File: config.mk
export PLATFORM = sky130hd
export DESIGN_NAME = binaural_ild_itd_panner_unit_flat
export DESIGN_NICKNAME = d
export VERILOG_FILES = /design/src/bip_pkg.sv /design/src/bip_stream_if.sv /design/src/binaural_ild_itd_panner_unit.sv /design/src/bip_ram.sv /design/src/bip_mul.sv /design/src/flat_wrapper.sv
export SDC_FILE = /design/constraint.sdc
export NUM_CORES = 2
export LEC_CHECK = 0
export BUFFER_PORTS_ARGS = -buffer_cell sky130_fd_sc_hd__buf_2
export CAP_MARGIN = 20
export CELL_PAD_IN_SITES_DETAIL_PLACEMENT = 1
export CELL_PAD_IN_SITES_GLOBAL_PLACEMENT = 1
export CORE_AREA = 2 2 375 377
export DETAILED_ROUTE_END_ITERATION = 8
export DIE_AREA = 0 0 377 379
export GPL_TIMING_DRIVEN = 0
export PLACE_DENSITY = 0.92
export SYNTH_ARGS = -nofsm -noshare
export SYNTH_HDL_FRONTEND = slang
export SYNTH_HIERARCHICAL = 1
export SYNTH_SLANG_ARGS = --single-unit
File: constraint.sdc
create_clock -name clk -period 16 [get_ports clk]
set_input_delay 1.6 -clock clk [delete_from_list [all_inputs] [get_ports clk]]
set_output_delay 1.6 -clock clk [all_outputs]
set_load 0.005 [all_outputs]
File: src/bip_pkg.sv
// bip_pkg: shared types, constants and lookup tables of the binaural panner
// no dependencies; used by the multiplier, the top level, the checker and the testbench
package bip_pkg;

	// shared multiplier operand and product widths
	localparam int MUL_AW = 45;
	localparam int MUL_BW = 18;
	localparam int MUL_PW = 63;

	// table index width (up to 64 gain points)
	localparam int TAB_IW = 6;

	// register reset values
	localparam logic [15:0] GAIN_SCALE_RST   = 16'd26214;
	localparam logic [14:0] OUTPUT_LIMIT_RST = 15'd32440;
	localparam logic [15:0] ITD_SCALE_RST    = 16'd20224;

	// sine polynomial and angle constants, Q16
	localparam logic [16:0] RAD_K  = 17'd102944;
	localparam logic [16:0] SIN_C3 = 17'd42334;
	localparam logic [16:0] SIN_C5 = 17'd5223;
	localparam logic [16:0] SIN_C7 = 17'd307;

	// dB to log2 conversion
	localparam logic [16:0] LOG2_K   = 17'd17416;
	localparam logic [20:0] EXP_BIAS = 21'd16512;
	localparam int          DB_BIAS  = 256;

	localparam logic [15:0] SAMPLE_MAX = 16'd32767;

	typedef enum logic [1:0] {
		CFG_GAIN_SCALE   = 2'd0,
		CFG_OUTPUT_LIMIT = 2'd1,
		CFG_ITD_SCALE    = 2'd2
	} cfg_idx_t;

	typedef enum logic {
		EAR_LEFT  = 1'b0,
		EAR_RIGHT = 1'b1
	} ear_t;

	typedef struct packed {
		logic signed [15:0] mono_sample;
		logic [15:0]        azimuth;
	} mono_t;

	typedef struct packed {
		logic signed [15:0] left_out;
		logic signed [15:0] right_out;
	} stereo_t;

	typedef struct packed {
		logic                     en;
		logic signed [MUL_AW-1:0] a;
		logic signed [MUL_BW-1:0] b;
	} mul_req_t;

	// per-ear gain in tenths of a dB, 15 degree spacing
	function automatic logic signed [8:0] ear_db(ear_t ear, logic [TAB_IW-1:0] idx);
		logic signed [8:0] v;
		v = 9'sd0;
		if (ear == EAR_RIGHT) begin
			case (idx)
				6'd1:  v = 9'sd27;
				6'd2:  v = 9'sd50;
				6'd3:  v = 9'sd75;
				6'd4:  v = 9'sd85;
				6'd5:  v = 9'sd93;
				6'd6:  v = 9'sd97;
				6'd7:  v = 9'sd77;
				6'd8:  v = 9'sd49;
				6'd9:  v = 9'sd20;
				6'd10: v = -9'sd15;
				6'd11: v = -9'sd35;
				6'd12: v = -9'sd50;
				6'd13: v = -9'sd65;
				6'd14: v = -9'sd90;
				6'd15: v = -9'sd120;
				6'd16: v = -9'sd130;
				6'd17: v = -9'sd130;
				6'd18: v = -9'sd120;
				6'd19: v = -9'sd110;
				6'd20: v = -9'sd105;
				6'd21: v = -9'sd80;
				6'd22: v = -9'sd50;
				6'd23: v = -9'sd25;
				default: v = 9'sd0;
			endcase
		end else begin
			case (idx)
				6'd1:  v = -9'sd25;
				6'd2:  v = -9'sd50;
				6'd3:  v = -9'sd80;
				6'd4:  v = -9'sd105;
				6'd5:  v = -9'sd110;
				6'd6:  v = -9'sd120;
				6'd7:  v = -9'sd130;
				6'd8:  v = -9'sd130;
				6'd9:  v = -9'sd120;
				6'd10: v = -9'sd90;
				6'd11: v = -9'sd65;
				6'd12: v = -9'sd50;
				6'd13: v = -9'sd35;
				6'd14: v = -9'sd15;
				6'd15: v = 9'sd20;
				6'd16: v = 9'sd49;
				6'd17: v = 9'sd77;
				6'd18: v = 9'sd97;
				6'd19: v = 9'sd93;
				6'd20: v = 9'sd85;
				6'd21: v = 9'sd75;
				6'd22: v = 9'sd50;
				6'd23: v = 9'sd27;
				default: v = 9'sd0;
			endcase
		end
		return v;
	endfunction

	// 2^(k/16) in Q16, k = 0..16
	function automatic logic [17:0] pow2_tab(logic [4:0] k);
		logic [17:0] v;
		case (k)
			5'd0:  v = 18'd65536;
			5'd1:  v = 18'd68438;
			5'd2:  v = 18'd71468;
			5'd3:  v = 18'd74632;
			5'd4:  v = 18'd77936;
			5'd5:  v = 18'd81386;
			5'd6:  v = 18'd84990;
			5'd7:  v = 18'd88752;
			5'd8:  v = 18'd92682;
			5'd9:  v = 18'd96785;
			5'd10: v = 18'd101070;
			5'd11: v = 18'd105545;
			5'd12: v = 18'd110218;
			5'd13: v = 18'd115098;
			5'd14: v = 18'd120194;
			5'd15: v = 18'd125515;
			5'd16: v = 18'd131072;
			default: v = 18'd131072;
		endcase
		return v;
	endfunction

endpackage

File: src/bip_stream_if.sv
// bip_stream_if: valid/ready stream channel with a typed payload
// payload types come from bip_pkg
interface bip_stream_if #(
	parameter type T = logic
) ();
	logic valid;
	logic ready;
	T     data;

	modport source (output valid, output data, input ready);
	modport sink   (input valid, input data, output ready);
endinterface

File: src/binaural_ild_itd_panner_unit.sv
// binaural_ild_itd_panner_unit: top level, sequencer around one shared multiplier
// depends on bip_pkg, bip_stream_if, bip_ram and bip_mul
//
//  channel  | dir | payload                    | transfer when
//  ---------+-----+----------------------------+----------------------------
//  mono     | in  | mono_sample, azimuth       | mono.valid & mono.ready
//  stereo   | out | left_out, right_out        | stereo.valid & stereo.ready
//  cfg      | in  | cfg_index, cfg_wdata       | cfg_we
//
// one item passes through the idle cycle that takes the transfer, 8 steps of
// half-delay math, 6 steps per ear and a load step, most of them through the one
// multiplier; the load step then writes the pair into the output register.
// the multiplier is the unit that sets the rate.
// mono.ready is high only while idle; a finished pair sits in the output
// register so the next item can start while it waits.
// the load step holds while the output register is still full, stalling the input.
// reset clears the delay line through per-entry valid bits, no clearing pass.
module binaural_ild_itd_panner_unit #(
	parameter int DELAY_DEPTH  = 32,
	parameter int TABLE_POINTS = 24
) (
	input  logic        clk,
	input  logic        arst_n,
	bip_stream_if.sink   mono,
	bip_stream_if.source stereo,
	input  logic        cfg_we,
	input  logic [1:0]  cfg_index,
	input  logic [15:0] cfg_wdata
);
	localparam int AW     = $clog2(DELAY_DEPTH);
	localparam int CENTRE = DELAY_DEPTH / 2;
	localparam int PTW    = 16 + $clog2(TABLE_POINTS + 1);

	typedef enum logic [15:0] {
		S_IDLE = 16'b0000_0000_0000_0001,
		S_T2   = 16'b0000_0000_0000_0010,
		S_C1   = 16'b0000_0000_0000_0100,
		S_C2   = 16'b0000_0000_0000_1000,
		S_C3   = 16'b0000_0000_0001_0000,
		S_C4   = 16'b0000_0000_0010_0000,
		S_RAD  = 16'b0000_0000_0100_0000,
		S_HD   = 16'b0000_0000_1000_0000,
		S_HC   = 16'b0000_0001_0000_0000,
		S_DB   = 16'b0000_0010_0000_0000,
		S_EXP  = 16'b0000_0100_0000_0000,
		S_MAN  = 16'b0000_1000_0000_0000,
		S_GX   = 16'b0001_0000_0000_0000,
		S_GS   = 16'b0010_0000_0000_0000,
		S_SAT  = 16'b0100_0000_0000_0000,
		S_PUSH = 16'b1000_0000_0000_0000
	} state_t;

	state_t state_q, state_d;

	// configuration registers
	logic [15:0] gain_scale_q;
	logic [14:0] limit_q;
	logic [15:0] itd_scale_q;

	// per-item working registers
	logic                          ear_q;
	logic [AW-1:0]                 wp_q;
	logic [AW-1:0]                 wr_pos_q;
	logic [16:0]                   t_q;
	logic                          neg_q;
	logic [16:0]                   t2_q;
	logic [16:0]                   s_q;
	logic [AW-1:0]                 addr_l_q, addr_r_q;
	logic [AW-1:0]                 hmag_q;
	logic [bip_pkg::TAB_IW-1:0]    lo_q, hi_q;
	logic [15:0]                   w_q;
	logic [15:0]                   tap_q;
	logic                          tap_neg_q;
	logic                          rd_vld_q;
	logic [3:0]                    n_q;
	logic [17:0]                   base_q;
	logic signed [15:0]            left_q;
	logic signed [15:0]            right_q;
	logic                          out_vld_q;
	bip_pkg::stereo_t              out_q;
	logic [DELAY_DEPTH-1:0]        valid_q;

	logic                              accept;
	bip_pkg::mul_req_t                 mreq;
	logic signed [bip_pkg::MUL_PW-1:0] prod;
	logic [AW-1:0]                     raddr;
	logic [15:0]                       rdata;

	// azimuth folding and table position
	logic [16:0]          az_mag;
	logic                 az_neg;
	logic [PTW-1:0]       ptab;
	logic [bip_pkg::TAB_IW-1:0] lo_d, hi_d;

	// combinational datapath slices
	logic [16:0]         poly_p;
	logic [17:0]         itd_sum;
	logic [34:0]         h_full;
	logic [AW-1:0]       hmag_d;
	logic signed [AW+1:0] hs, al, ar;
	logic signed [8:0]   db_lo, db_hi;
	logic signed [9:0]   db_diff;
	logic signed [27:0]  u_s;
	logic [20:0]         e_v;
	logic [4:0]          e_idx;
	logic [17:0]         man_m;
	logic [31:0]         gain_sh;
	logic [31:0]         mag_full;
	logic [15:0]         mag;
	logic signed [15:0]  shaped;
	logic signed [15:0]  tap_raw;

	assign accept = mono.valid && mono.ready;
	assign mono.ready = (state_q == S_IDLE);
	assign stereo.valid = out_vld_q;
	assign stereo.data = out_q;

	// fold the angle into +-quarter turn
	always_comb begin
		if (mono.data.azimuth < 16'd16384) begin
			az_mag = {1'b0, mono.data.azimuth};
			az_neg = 1'b0;
		end else if (mono.data.azimuth <= 16'd32768) begin
			az_mag = 17'd32768 - {1'b0, mono.data.azimuth};
			az_neg = 1'b0;
		end else if (mono.data.azimuth <= 16'd49152) begin
			az_mag = {1'b0, mono.data.azimuth} - 17'd32768;
			az_neg = 1'b1;
		end else begin
			az_mag = 17'd65536 - {1'b0, mono.data.azimuth};
			az_neg = 1'b1;
		end
		ptab = PTW'(mono.data.azimuth) * PTW'(TABLE_POINTS);
		lo_d = bip_pkg::TAB_IW'(ptab >> 16);
		hi_d = (lo_d == bip_pkg::TAB_IW'(TABLE_POINTS - 1)) ? '0 : lo_d + 1'b1;
	end

	// datapath slices of the shared product
	always_comb begin
		poly_p  = '0;
		if (state_q == S_C2) begin
			poly_p = bip_pkg::SIN_C5 - prod[32:16];
		end else if (state_q == S_C3) begin
			poly_p = bip_pkg::SIN_C3 - prod[32:16];
		end else begin
			poly_p = bip_pkg::RAD_K - prod[32:16];
		end
		itd_sum = {1'b0, s_q} + {1'b0, prod[32:16]};

		// half delay, clamped so both taps stay in the line
		h_full = prod[62:28];
		hmag_d = (h_full > 35'(CENTRE - 1)) ? AW'(CENTRE - 1) : h_full[AW-1:0];
		hs = neg_q ? -$signed({2'b00, hmag_d}) : $signed({2'b00, hmag_d});
		al = $signed({2'b00, wr_pos_q}) - ((AW+2)'(CENTRE) + hs);
		ar = $signed({2'b00, wr_pos_q}) - ((AW+2)'(CENTRE) - hs);
		if (al < 0) al = al + (AW+2)'(DELAY_DEPTH);
		if (ar < 0) ar = ar + (AW+2)'(DELAY_DEPTH);

		// dB interpolation pieces
		db_lo   = bip_pkg::ear_db(bip_pkg::ear_t'(ear_q), lo_q);
		db_hi   = bip_pkg::ear_db(bip_pkg::ear_t'(ear_q), hi_q);
		db_diff = 10'(db_hi) - 10'(db_lo);
		u_s = ((28'(db_lo) + 28'(bip_pkg::DB_BIAS)) <<< 16) + $signed(prod[27:0]);

		// log2 exponent split into shift, table index and remainder
		e_v   = prod[40:20] - bip_pkg::EXP_BIAS;
		e_idx = {1'b0, e_v[15:12]};

		man_m   = base_q + prod[29:12];
		gain_sh = 32'(man_m) << n_q;

		// output saturation
		mag_full = prod[62:31];
		mag = (mag_full > 32'(bip_pkg::SAMPLE_MAX)) ? bip_pkg::SAMPLE_MAX : mag_full[15:0];
		if (mag > {1'b0, limit_q}) mag = {1'b0, limit_q};
		shaped = tap_neg_q ? -$signed(mag) : $signed(mag);

		tap_raw = rd_vld_q ? $signed(rdata) : 16'sd0;
	end

	// multiplier operand selection and next state
	always_comb begin
		mreq    = '0;
		state_d = state_q;
		unique case (state_q)
			S_IDLE: begin
				if (accept) state_d = S_T2;
			end
			S_T2: begin
				mreq = '{1'b1, bip_pkg::MUL_AW'(t_q), bip_pkg::MUL_BW'(t_q)};
				state_d = S_C1;
			end
			S_C1: begin
				mreq = '{1'b1, bip_pkg::MUL_AW'(prod[32:16]), bip_pkg::MUL_BW'(bip_pkg::SIN_C7)};
				state_d = S_C2;
			end
			S_C2: begin
				mreq = '{1'b1, bip_pkg::MUL_AW'(t2_q), bip_pkg::MUL_BW'(poly_p)};
				state_d = S_C3;
			end
			S_C3: begin
				mreq = '{1'b1, bip_pkg::MUL_AW'(t2_q), bip_pkg::MUL_BW'(poly_p)};
				state_d = S_C4;
			end
			S_C4: begin
				mreq = '{1'b1, bip_pkg::MUL_AW'(t_q), bip_pkg::MUL_BW'(poly_p)};
				state_d = S_RAD;
			end
			S_RAD: begin
				mreq = '{1'b1, bip_pkg::MUL_AW'(t_q), bip_pkg::MUL_BW'(bip_pkg::RAD_K)};
				state_d = S_HD;
			end
			S_HD: begin
				mreq = '{1'b1, bip_pkg::MUL_AW'(itd_sum), bip_pkg::MUL_BW'(itd_scale_q)};
				state_d = S_HC;
			end
			S_HC: state_d = S_DB;
			S_DB: begin
				mreq = '{1'b1, bip_pkg::MUL_AW'(db_diff), bip_pkg::MUL_BW'(w_q)};
				state_d = S_EXP;
			end
			S_EXP: begin
				mreq = '{1'b1, bip_pkg::MUL_AW'(u_s), bip_pkg::MUL_BW'(bip_pkg::LOG2_K)};
				state_d = S_MAN;
			end
			S_MAN: begin
				mreq = '{1'b1,
					bip_pkg::MUL_AW'(bip_pkg::pow2_tab(e_idx + 5'd1) - bip_pkg::pow2_tab(e_idx)),
					bip_pkg::MUL_BW'(e_v[11:0])};
				state_d = S_GX;
			end
			S_GX: begin
				mreq = '{1'b1, bip_pkg::MUL_AW'(gain_sh[31:4]), bip_pkg::MUL_BW'(tap_q)};
				state_d = S_GS;
			end
			S_GS: begin
				mreq = '{1'b1, bip_pkg::MUL_AW'(prod[44:0]), bip_pkg::MUL_BW'(gain_scale_q)};
				state_d = S_SAT;
			end
			S_SAT: state_d = (ear_q == bip_pkg::EAR_LEFT) ? S_DB : S_PUSH;
			S_PUSH: begin
				if (!out_vld_q || stereo.ready) state_d = S_IDLE;
			end
			default: state_d = S_IDLE;
		endcase
	end

	assign raddr = (ear_q == bip_pkg::EAR_RIGHT) ? addr_r_q : addr_l_q;

	bip_mul u_mul (
		.clk  (clk),
		.req  (mreq),
		.prod (prod)
	);

	bip_ram #(
		.WIDTH (16),
		.DEPTH (DELAY_DEPTH)
	) u_line (
		.clk   (clk),
		.we    (accept),
		.waddr (wp_q),
		.wdata (mono.data.mono_sample),
		.raddr (raddr),
		.rdata (rdata)
	);

	// control state
	always_ff @(posedge clk or negedge arst_n) begin
		if (!arst_n) begin
			state_q      <= S_IDLE;
			wp_q         <= '0;
			valid_q      <= '0;
			out_vld_q    <= 1'b0;
			ear_q        <= bip_pkg::EAR_LEFT;
			gain_scale_q <= bip_pkg::GAIN_SCALE_RST;
			limit_q      <= bip_pkg::OUTPUT_LIMIT_RST;
			itd_scale_q  <= bip_pkg::ITD_SCALE_RST;
		end else begin
			state_q <= state_d;
			if (cfg_we) begin
				unique case (bip_pkg::cfg_idx_t'(cfg_index))
					bip_pkg::CFG_GAIN_SCALE:   gain_scale_q <= cfg_wdata;
					bip_pkg::CFG_OUTPUT_LIMIT: limit_q      <= cfg_wdata[14:0];
					bip_pkg::CFG_ITD_SCALE:    itd_scale_q  <= cfg_wdata;
					default: ;
				endcase
			end
			if (accept) begin
				valid_q[wp_q] <= 1'b1;
				wp_q <= (wp_q == AW'(DELAY_DEPTH - 1)) ? '0 : wp_q + 1'b1;
				ear_q <= bip_pkg::EAR_LEFT;
			end
			if (state_q == S_SAT) ear_q <= bip_pkg::EAR_RIGHT;
			if (state_q == S_PUSH && (!out_vld_q || stereo.ready)) begin
				out_vld_q <= 1'b1;
			end else if (stereo.ready) begin
				out_vld_q <= 1'b0;
			end
		end
	end

	// payload registers
	always_ff @(posedge clk) begin
		if (accept) begin
			wr_pos_q <= wp_q;
			t_q      <= {az_mag[14:0], 2'b00};
			neg_q    <= az_neg;
			lo_q     <= lo_d;
			hi_q     <= hi_d;
			w_q      <= ptab[15:0];
		end
		if (state_q == S_C1) t2_q <= prod[32:16];
		if (state_q == S_RAD) s_q <= prod[32:16];
		if (state_q == S_HC) begin
			hmag_q   <= hmag_d;
			addr_l_q <= al[AW-1:0];
			addr_r_q <= ar[AW-1:0];
		end
		if (state_q == S_DB) rd_vld_q <= valid_q[raddr];
		if (state_q == S_EXP) begin
			tap_neg_q <= tap_raw[15];
			tap_q     <= tap_raw[15] ? 16'(-tap_raw) : tap_raw;
		end
		if (state_q == S_MAN) begin
			base_q <= bip_pkg::pow2_tab(e_idx);
			n_q    <= (e_v[20:16] > 5'd15) ? 4'd15 : e_v[19:16];
		end
		if (state_q == S_SAT && ear_q == bip_pkg::EAR_LEFT) left_q <= shaped;
		if (state_q == S_SAT && ear_q == bip_pkg::EAR_RIGHT) right_q <= shaped;
		// both ears load together so a waiting pair is never disturbed
		if (state_q == S_PUSH && (!out_vld_q || stereo.ready)) begin
			out_q <= '{left_out: left_q, right_out: right_q};
		end
	end

	// no new item while one is being worked on
	a_busy_after_accept: assert property (@(posedge clk) disable iff (!arst_n)
		accept |=> !mono.ready)
		else $error("input taken while busy");

	// half delay always leaves both taps inside the line
	a_hmag_range: assert property (@(posedge clk) disable iff (!arst_n)
		(state_q == S_DB) |-> (hmag_q <= AW'(CENTRE - 1)))
		else $error("half delay out of range");

	// output pair only appears from the load step
	a_out_load: assert property (@(posedge clk) disable iff (!arst_n)
		$rose(out_vld_q) |-> $past(state_q == S_PUSH))
		else $error("output valid without load");

	// write pointer moves on every transfer in
	a_wp_moves: assert property (@(posedge clk) disable iff (!arst_n)
		accept |=> (wp_q != $past(wp_q)))
		else $error("write position stuck");
endmodule

File: src/bip_ram.sv
// bip_ram: generic single write port, single read port RAM with registered read
// no dependencies
module bip_ram #(
	parameter int WIDTH = 16,
	parameter int DEPTH = 32
) (
	input  logic                     clk,
	input  logic                     we,
	input  logic [$clog2(DEPTH)-1:0] waddr,
	input  logic [WIDTH-1:0]         wdata,
	input  logic [$clog2(DEPTH)-1:0] raddr,
	output logic [WIDTH-1:0]         rdata
);
	logic [WIDTH-1:0] mem_q [DEPTH];
	logic [WIDTH-1:0] rdata_q;

	always_ff @(posedge clk) begin
		if (we) begin
			mem_q[waddr] <= wdata;
		end
		rdata_q <= mem_q[raddr];
	end

	assign rdata = rdata_q;
endmodule

File: src/bip_mul.sv
// bip_mul: shared signed multiplier with a registered product
// depends on bip_pkg for the request struct and widths
module bip_mul (
	input  logic                              clk,
	input  bip_pkg::mul_req_t                 req,
	output logic signed [bip_pkg::MUL_PW-1:0] prod
);
	logic signed [bip_pkg::MUL_PW-1:0] prod_q;

	always_ff @(posedge clk) begin
		if (req.en) begin
			prod_q <= bip_pkg::MUL_PW'(req.a) * bip_pkg::MUL_PW'(req.b);
		end
	end

	assign prod = prod_q;
endmodule

File: src/flat_wrapper.sv
// flat-port wrapper written by rule: the top's interface ports become plain ports
module binaural_ild_itd_panner_unit_flat 
#(
	parameter int DELAY_DEPTH  = 32,
	parameter int TABLE_POINTS = 24
)
  (clk, arst_n, cfg_we, cfg_index, cfg_wdata, mono_valid, mono_data, mono_ready, stereo_valid, stereo_data, stereo_ready);
  bip_stream_if #(.T(bip_pkg::mono_t)) mono_i ();
  bip_stream_if #(.T(bip_pkg::stereo_t)) stereo_i ();
  input  logic clk;
  input  logic arst_n;
  input  logic cfg_we;
  input  logic [1:0] cfg_index;
  input  logic [15:0] cfg_wdata;
  input wire logic [$bits(mono_i.valid)-1:0] mono_valid;
  input wire logic [$bits(mono_i.data)-1:0] mono_data;
  output wire logic [$bits(mono_i.ready)-1:0] mono_ready;
  output wire logic [$bits(stereo_i.valid)-1:0] stereo_valid;
  output wire logic [$bits(stereo_i.data)-1:0] stereo_data;
  input wire logic [$bits(stereo_i.ready)-1:0] stereo_ready;
  assign mono_i.valid = mono_valid;
  assign mono_i.data = mono_data;
  assign mono_ready = mono_i.ready;
  assign stereo_valid = stereo_i.valid;
  assign stereo_data = stereo_i.data;
  assign stereo_i.ready = stereo_ready;
  binaural_ild_itd_panner_unit #(.DELAY_DEPTH(DELAY_DEPTH), .TABLE_POINTS(TABLE_POINTS)) u_core (.clk(clk), .arst_n(arst_n), .mono(mono_i), .stereo(stereo_i), .cfg_we(cfg_we), .cfg_index(cfg_index), .cfg_wdata(cfg_wdata));
endmodule
# After elaboration in Yosys (flattened, before gate mapping)
# Memories as Yosys holds them, arrays and structs flattened. A register that Yosys moved wholly into a read port is not among the register bits.
# Index checks and enable logic that the tools add are counted.
totals:
  mem_bits_rw: 512
  romBits: 2880
  n_memories: 8
  latchBits: 0
  word_cells: 159
  ff_bits: 340
  out_inout_bits: 34
mem_list:
  columns: ["memory", "depth", "word_bits", "read_ports", "rd_ports_with_merged_regs", "wr", "line_no", "rtl"]
  rows:
  - ["(no name shown)", 32, 18, 1, 1, 0, "bip_pkg.sv:123", "case (k)"]
  - ["(no name shown)", 32, 18, 1, 0, 0, "bip_pkg.sv:123", null]
  - ["(no name shown)", 32, 18, 1, 0, 0, "bip_pkg.sv:123", null]
  - ["u_core.u_line.mem_q", 32, 16, 1, 1, 1, "bip_ram.sv:14", "logic [WIDTH-1:0] mem_q [DEPTH];"]
  - ["(no name shown)", 32, 9, 1, 1, 0, "bip_pkg.sv:63", "case (idx)"]
  - ["(no name shown)", 32, 9, 1, 1, 0, "bip_pkg.sv:90", "case (idx)"]
  - ["+2 memories", null, null, null, null, null, null, null]
op_classes:
  n_mux: 44
  div: 0
  n_lt_le_gt_ge: 12
  shifts: 1
  n_addsub: 25
  bitwise_logic: 2
  mul: 2
  eq_ne: 22
  n_reduce_logical: 15
op_table:
  columns: ["op", "count"]
  rows:
  - ["64-bit one-hot mux with 11 select lines", 1]
  - ["16-bit one-hot mux with 16 select lines", 1]
  - ["16-bit 2-to-1 mux", 7]
  - ["45-bit by 18-bit multiplier with 63-bit output", 1]
  - ["15-bit 2-to-1 mux", 4]
  - ["5-bit 2-to-1 mux", 11]
  - ["18-bit 2-to-1 mux", 2]
  - ["9-bit 2-to-1 mux", 4]
  - ["35-bit by 4-bit greater-than comparator with 1-bit output (second input constant)", 1]
  - ["17-bit 2-to-1 mux", 2]
  - ["32-bit by 15-bit greater-than comparator with 1-bit output (second input constant)", 1]
  - ["16-bit less-or-equal comparator (second input constant)", 2]
  - ["16-bit negation", 2]
  - ["32-bit OR", 1]
  - ["18-bit by 4-bit left shift with 32-bit output", 1]
  - ["1-bit by 15-bit subtractor with 15-bit output (first input constant)", 2]
  - ["28-bit adder", 1]
  - ["21-bit by 15-bit subtractor with 21-bit output (second input constant)", 1]
  - ["18-bit by 18-bit subtractor with 19-bit output", 1]
  - ["17-bit by 17-bit adder with 18-bit output", 1]
  - ["18-bit adder", 1]
  - ["16-bit by 2-bit multiplier with 18-bit output (second input constant)", 1]
  - ["13-bit by 17-bit subtractor with 17-bit output (first input constant)", 1]
  - ["16-bit by 17-bit subtractor with 17-bit output (first input constant)", 1]
  - ["49 further kinds", 72]

# Depth between registers and ports, before layout
depth:
  ltp_word: 8
  mapped_depth: 53
  depth_no_buf: 48

# By module
# The synthesis kept the hierarchy.
by_module_without_submodules:
  columns: ["mod", "n_inst", "cells_per_inst", "area_each_um2"]
  rows:
  - ["bip_mul", 1, 3290, 29319.4]
  - ["binaural_ild_itd_panner_unit", 1, 2473, 23416.2]
  - ["bip_ram", 1, 1143, 20535.9]

# Least setup slack after synthesis
# No wires, ideal clock.
synth_path:
  kind: "register to register"
  from: "register u_core.u_mul.prod_q, in the netlist u_core/u_mul/prod[29]"
  to: "register u_core.u_mul.prod_q, in the netlist u_core/u_mul/prod[58] (data pin)"
  t_arrival_ps: 11500
  period_less_slack_ps: 11761
  path_stages_with_launch: 52
  slack_ps: 4239
  n_path_buf: 9
  setup_ps: 261
  required_time_ps: 15739
  path_cell_list: "edfxtp_1 > buf_2 > nor3_1 > nand2_1 > xnor2_1 > clkbuf_1 > ha_1 > clkbuf_1 > clkbuf_1 > o21ai_0 > a211oi_1 > ha_1 > inv_1 > fa_1 > a21o_1 > a21o_1 > a21o_1 > a21oi_1 > [16 not listed] > fa_1 > inv_1 > fa_1 > fa_1 > inv_1 > fa_1 > inv_1 > ha_1 > clkbuf_1 > and3_1 > nand4_1 > nor2_1 > inv_1 > a211oi_2 > o2111ai_2 > a211oi_2 > nor4_1 > a311o_1"
synth_lines:
  columns: ["item", "line_no", "rtl"]
  rows:
  - ["from (decl)", "bip_mul.sv:8", "logic signed [bip_pkg::MUL_PW-1:0] prod_q;"]
  - ["from (signal assigned)", "bip_mul.sv:12", "prod_q <= bip_pkg::MUL_PW'(req.a) * bip_pkg::MUL_PW'(req.b);"]

==> impl_metrics.tcl <==
set metrics [dict create \
    antenna_found_initial 41 \
    crit_type "reg -> reg" \
    fin_setup_tns_ns 0 \
    grt_max_degree 69 \
    worst_pin_slew_ns 1.406 \
    synth_edf_count 764 \
    clock_skew_ns 0.06968 \
    synth-seq-cells 918 \
    clkLatencyLatePin_ns 0.75 \
    r2r_slack_ns 0.36 \
    holdWs_ns 0.4108 \
    yosys-top-cells-area "edfxtp_1 (31%), fa_1 (21%), ha_1 (5.4%)" \
    cap_viol_max_count 0 \
    clk_pin_slew_ns 0.06 \
    synthArstFlopShare_pct 11.11 \
    grt_first_pass_wirelength_mm 418.6 \
    critPathCaptureType "register" \
    coreArea_um2 138800 \
    switching_share_pct 41.67 \
    path_max_fanout 10 \
    drt-vias-per-instance 6.520 \
    hold_viol 0 \
    fin_crit_ns 15.64 \
    routabilityCongestion 1.027 \
    switching_power_mw 3.766 \
    drive_above_1_share_pct 7.716 \
    crit_required_ns 16.44 \
    die_h_um 379 \
    overflow 0 \
    placed_area_um2 76520 \
    min-delay-start "u_core/left_q[2]" \
    status "completed" \
    dr.pass1.iters 7 \
    ys.flop_type "edfxtp_1" \
    netlist_area_um2 73270 \
    drv_slew 0 \
    final_area_um2 79680 \
    port_buffers 88 \
    grt.total_usage_pct 40.04 \
    yosysSeqAreaShare_pct 36.26 \
    power.leakage_nw 34.00 \
    htreeDepth 3 \
    die_w_um 377 \
    p_int_mw 5.272 \
    worstHoldPathCells 0 \
    cts-hold-fix-buffers 0 \
    yosysTopAreaCellShare_pct 31.31 \
    routed_wl_mm 286.2 \
    hpwlAfterDp_mm 210.1 \
    cp_common_cell "fa_1" \
    hold_end "u_core/stereo.data[18]" \
    cts_made_buffers 89 \
    peakVddDrop_mv 0.1538 \
    r2r-start "u_core/u_mul/prod[27]" \
    setup_violations 0 \
    synth_cells 6906 \
    powerDensity_nw_per_um2 113.4 \
    regArea_um2 26570 \
    io_pins 89 \
    dieArea_um2 142900 \
    drcViolationCount 0 \
    vias 58930 \
    clockBufferDepth 3 \
    timing.slew.headroom_pct 6.097 \
    arrival_ns 16.09 \
    fill_cells 14890 \
    fin_util_pct 57.39 \
    cts.sinks 918 \
    postSynthAreaPerCell_um2 10.61 \
    critPathSlowestCell "edfxtp_1" \
    wl_per_cell_um 31.66 \
    ant_nets 0 \
    initial_utilization_pct 52.77 \
    yosys_warnings 6 \
    synth_top_area_cell "edfxtp_1" \
    comb_power_share_pct 40.4 \
    cts-root-buf "clkbuf_16" \
    rr_worst_depth 50 \
    nets 8271 \
    yosysUniqueCellTypes 104 \
    max_stage_delay_ns 0.81 \
    drtIter0Drc 6448 \
    pwr-share-seq_pct 35.0 \
    clkPwrFrac_pct 24.6 \
    area_growth_pct 8.746 \
    p_total_mw 9.037 \
    layout_worst_path_cycle_share_pct 97.77 \
    cp-start-kind "register" \
    multi_input_area_um2 41120 \
    row_count 137 \
    rsz0062_at_grt "no" \
    grt_pass1_vias 64140 \
    min_path_type "reg -> reg" \
    cts_tree "done" \
    regToRegEndpoint "u_core/u_mul/prod[58]" \
    max_clock_freq_mhz 63.92 \
]
state kept, by name (all words and copies together) (netlist names), 6 cells and up, named ones only:
register and count:
u_core/hi_q 6, u_core/right_q 16, u_core/valid_q 32, u_core/u_line/mem_q 512
u_core/w_q 13, u_core/limit_q 15, u_core/s_q 17, u_core/state_q 16
u_core/itd_scale_q 16, u_core/stereo.data 32, u_core/base_q 16, u_core/t_q 14
u_core/tap_q 16, u_core/u_line/rdata 16, u_core/gain_scale_q 16, u_core/t2_q 17
u_core/u_mul/prod 63, u_core/left_q 16
layer usage:
layer,vias to the layer above,GRT usage [%],wire [um]
li1,23540,-,-
met1,30120,45.96,98150
met2,3928,65.40,135100
met3,1331,10.08,28160
met4,18,28.86,24590
met5,-,0,114
repair_timing:
action,4_1_cts,5_1_grt
endpoints found under the hold margin,0,0
buffers inserted,0,2
resized for setup,2,39
pin swaps,0,1
endpoints found under the setup margin,13,26
placed cells by master (no fill, tap or decap), types with 46 or more instances in the layout:
cell type and n:
and2_1 251, mux2_2 69, nand4_1 50, a22oi_1 99, nor3_1 70, mux2i_1 303
nor2_1 272, nand2_1 814, xor2_1 53, edfxtp_1 764, dfxtp_1 52, inv_1 1048
fa_1 770, clkbuf_1 293, nand3_1 96, ha_1 315, a21oi_1 259, a31oi_1 51
nand2b_1 46, clkbuf_16 89, a21o_1 115, buf_2 126, xnor2_1 152, dfrtp_1 78
o21ai_0 167
worst max path at each step:
stage | startpoint | endpoint | slack, ns
after floorplan | u_core/u_mul/prod[29] | u_core/u_mul/prod[58] | 4.24
after global placement | u_core/u_mul/prod[29] | u_core/u_mul/prod[61] | 0.008
after detailed placement | u_core/u_mul/prod[29] | u_core/u_mul/prod[61] | -0.30
after CTS | u_core/u_mul/prod[29] | u_core/u_mul/prod[61] | 0.01
after global routing | u_core/u_mul/prod[28] | u_core/u_mul/prod[58] | 0.007
final | u_core/u_mul/prod[27] | u_core/u_mul/prod[58] | 0.36
power by group through the flow:
stage                     Combinational [mW]  Sequential [mW]  Clock [mW]
after detailed placement                3.44             3.18           0
after floorplan                         2.22             3.04           0
after global placement                  3.27             3.16           0
final                                   3.65             3.16        2.23
after global routing                    3.86             3.15        2.31
after CTS                               3.50             3.14        2.24
cell type report:
cell class,count,area share (%)
Timing Repair Buffer,132,1.175
Clock inverter,53,0.8056
Buffer,379,2.250
Sequential cell,918,33.34
Antenna cell,26,0.08165
Inverter,1050,4.946
Multi-Input combinational cell,4561,51.61
Tap cell,1807,2.837
Clock buffer,113,2.958
synthesized netlist by cell type, drive strengths merged, types with 25 or more instances:
cell type and count:
a211oi 26, a21o 115, a21oi 260, a221oi 41
a22o 44, a22oi 99, a31oi 51, and2 252
buf 85, clkbuf 299, dfrtp 78, dfxtp 52
edfxtp 764, fa 770, ha 315, inv 1050
mux2 71, mux2i 304, nand2 814, nand2b 46
nand3 97, nand4 50, nor2 291, nor2b 40
nor3 71, nor4 25, o21ai 173, o21bai 40
xnor2 153, xor2 54
logic make-up (layout without fill, tap and decap cells):
kind of cell,Yosys count,count (layout),share of synthesized area [%]
simple gates,1811,1811,11.61
buf+inv,1434,1727,7.818
fa+ha+maj,1085,1085,26.42
compound gates,1065,1065,9.839
flops,918,918,36.26
mux,385,385,5.562
xor+xnor,207,207,2.495
other cells,1,34,0.005118
critical path: cells and delay by family, from the launching register on:
family	cells	cell delay (ns)
adder cells (fa/ha/maj)	11	4.72
flip-flops	1	0.81
AND/OR/NAND/NOR	8	1.53
AO/OA/AOI/OAI	18	4.81
buffers and inverters	13	3.46
through the flow:
step           cells  setup slack, ns
2_1_floorplan   6913            4.239
3_3_place_gp    8808         0.007780
3_5_place_dp    8844          -0.2998
4_1_cts         9010          0.01174
5_1_grt         9020         0.006624
6_report        9039           0.3565
No activity file was read; power rests on OpenSTA's default activity.
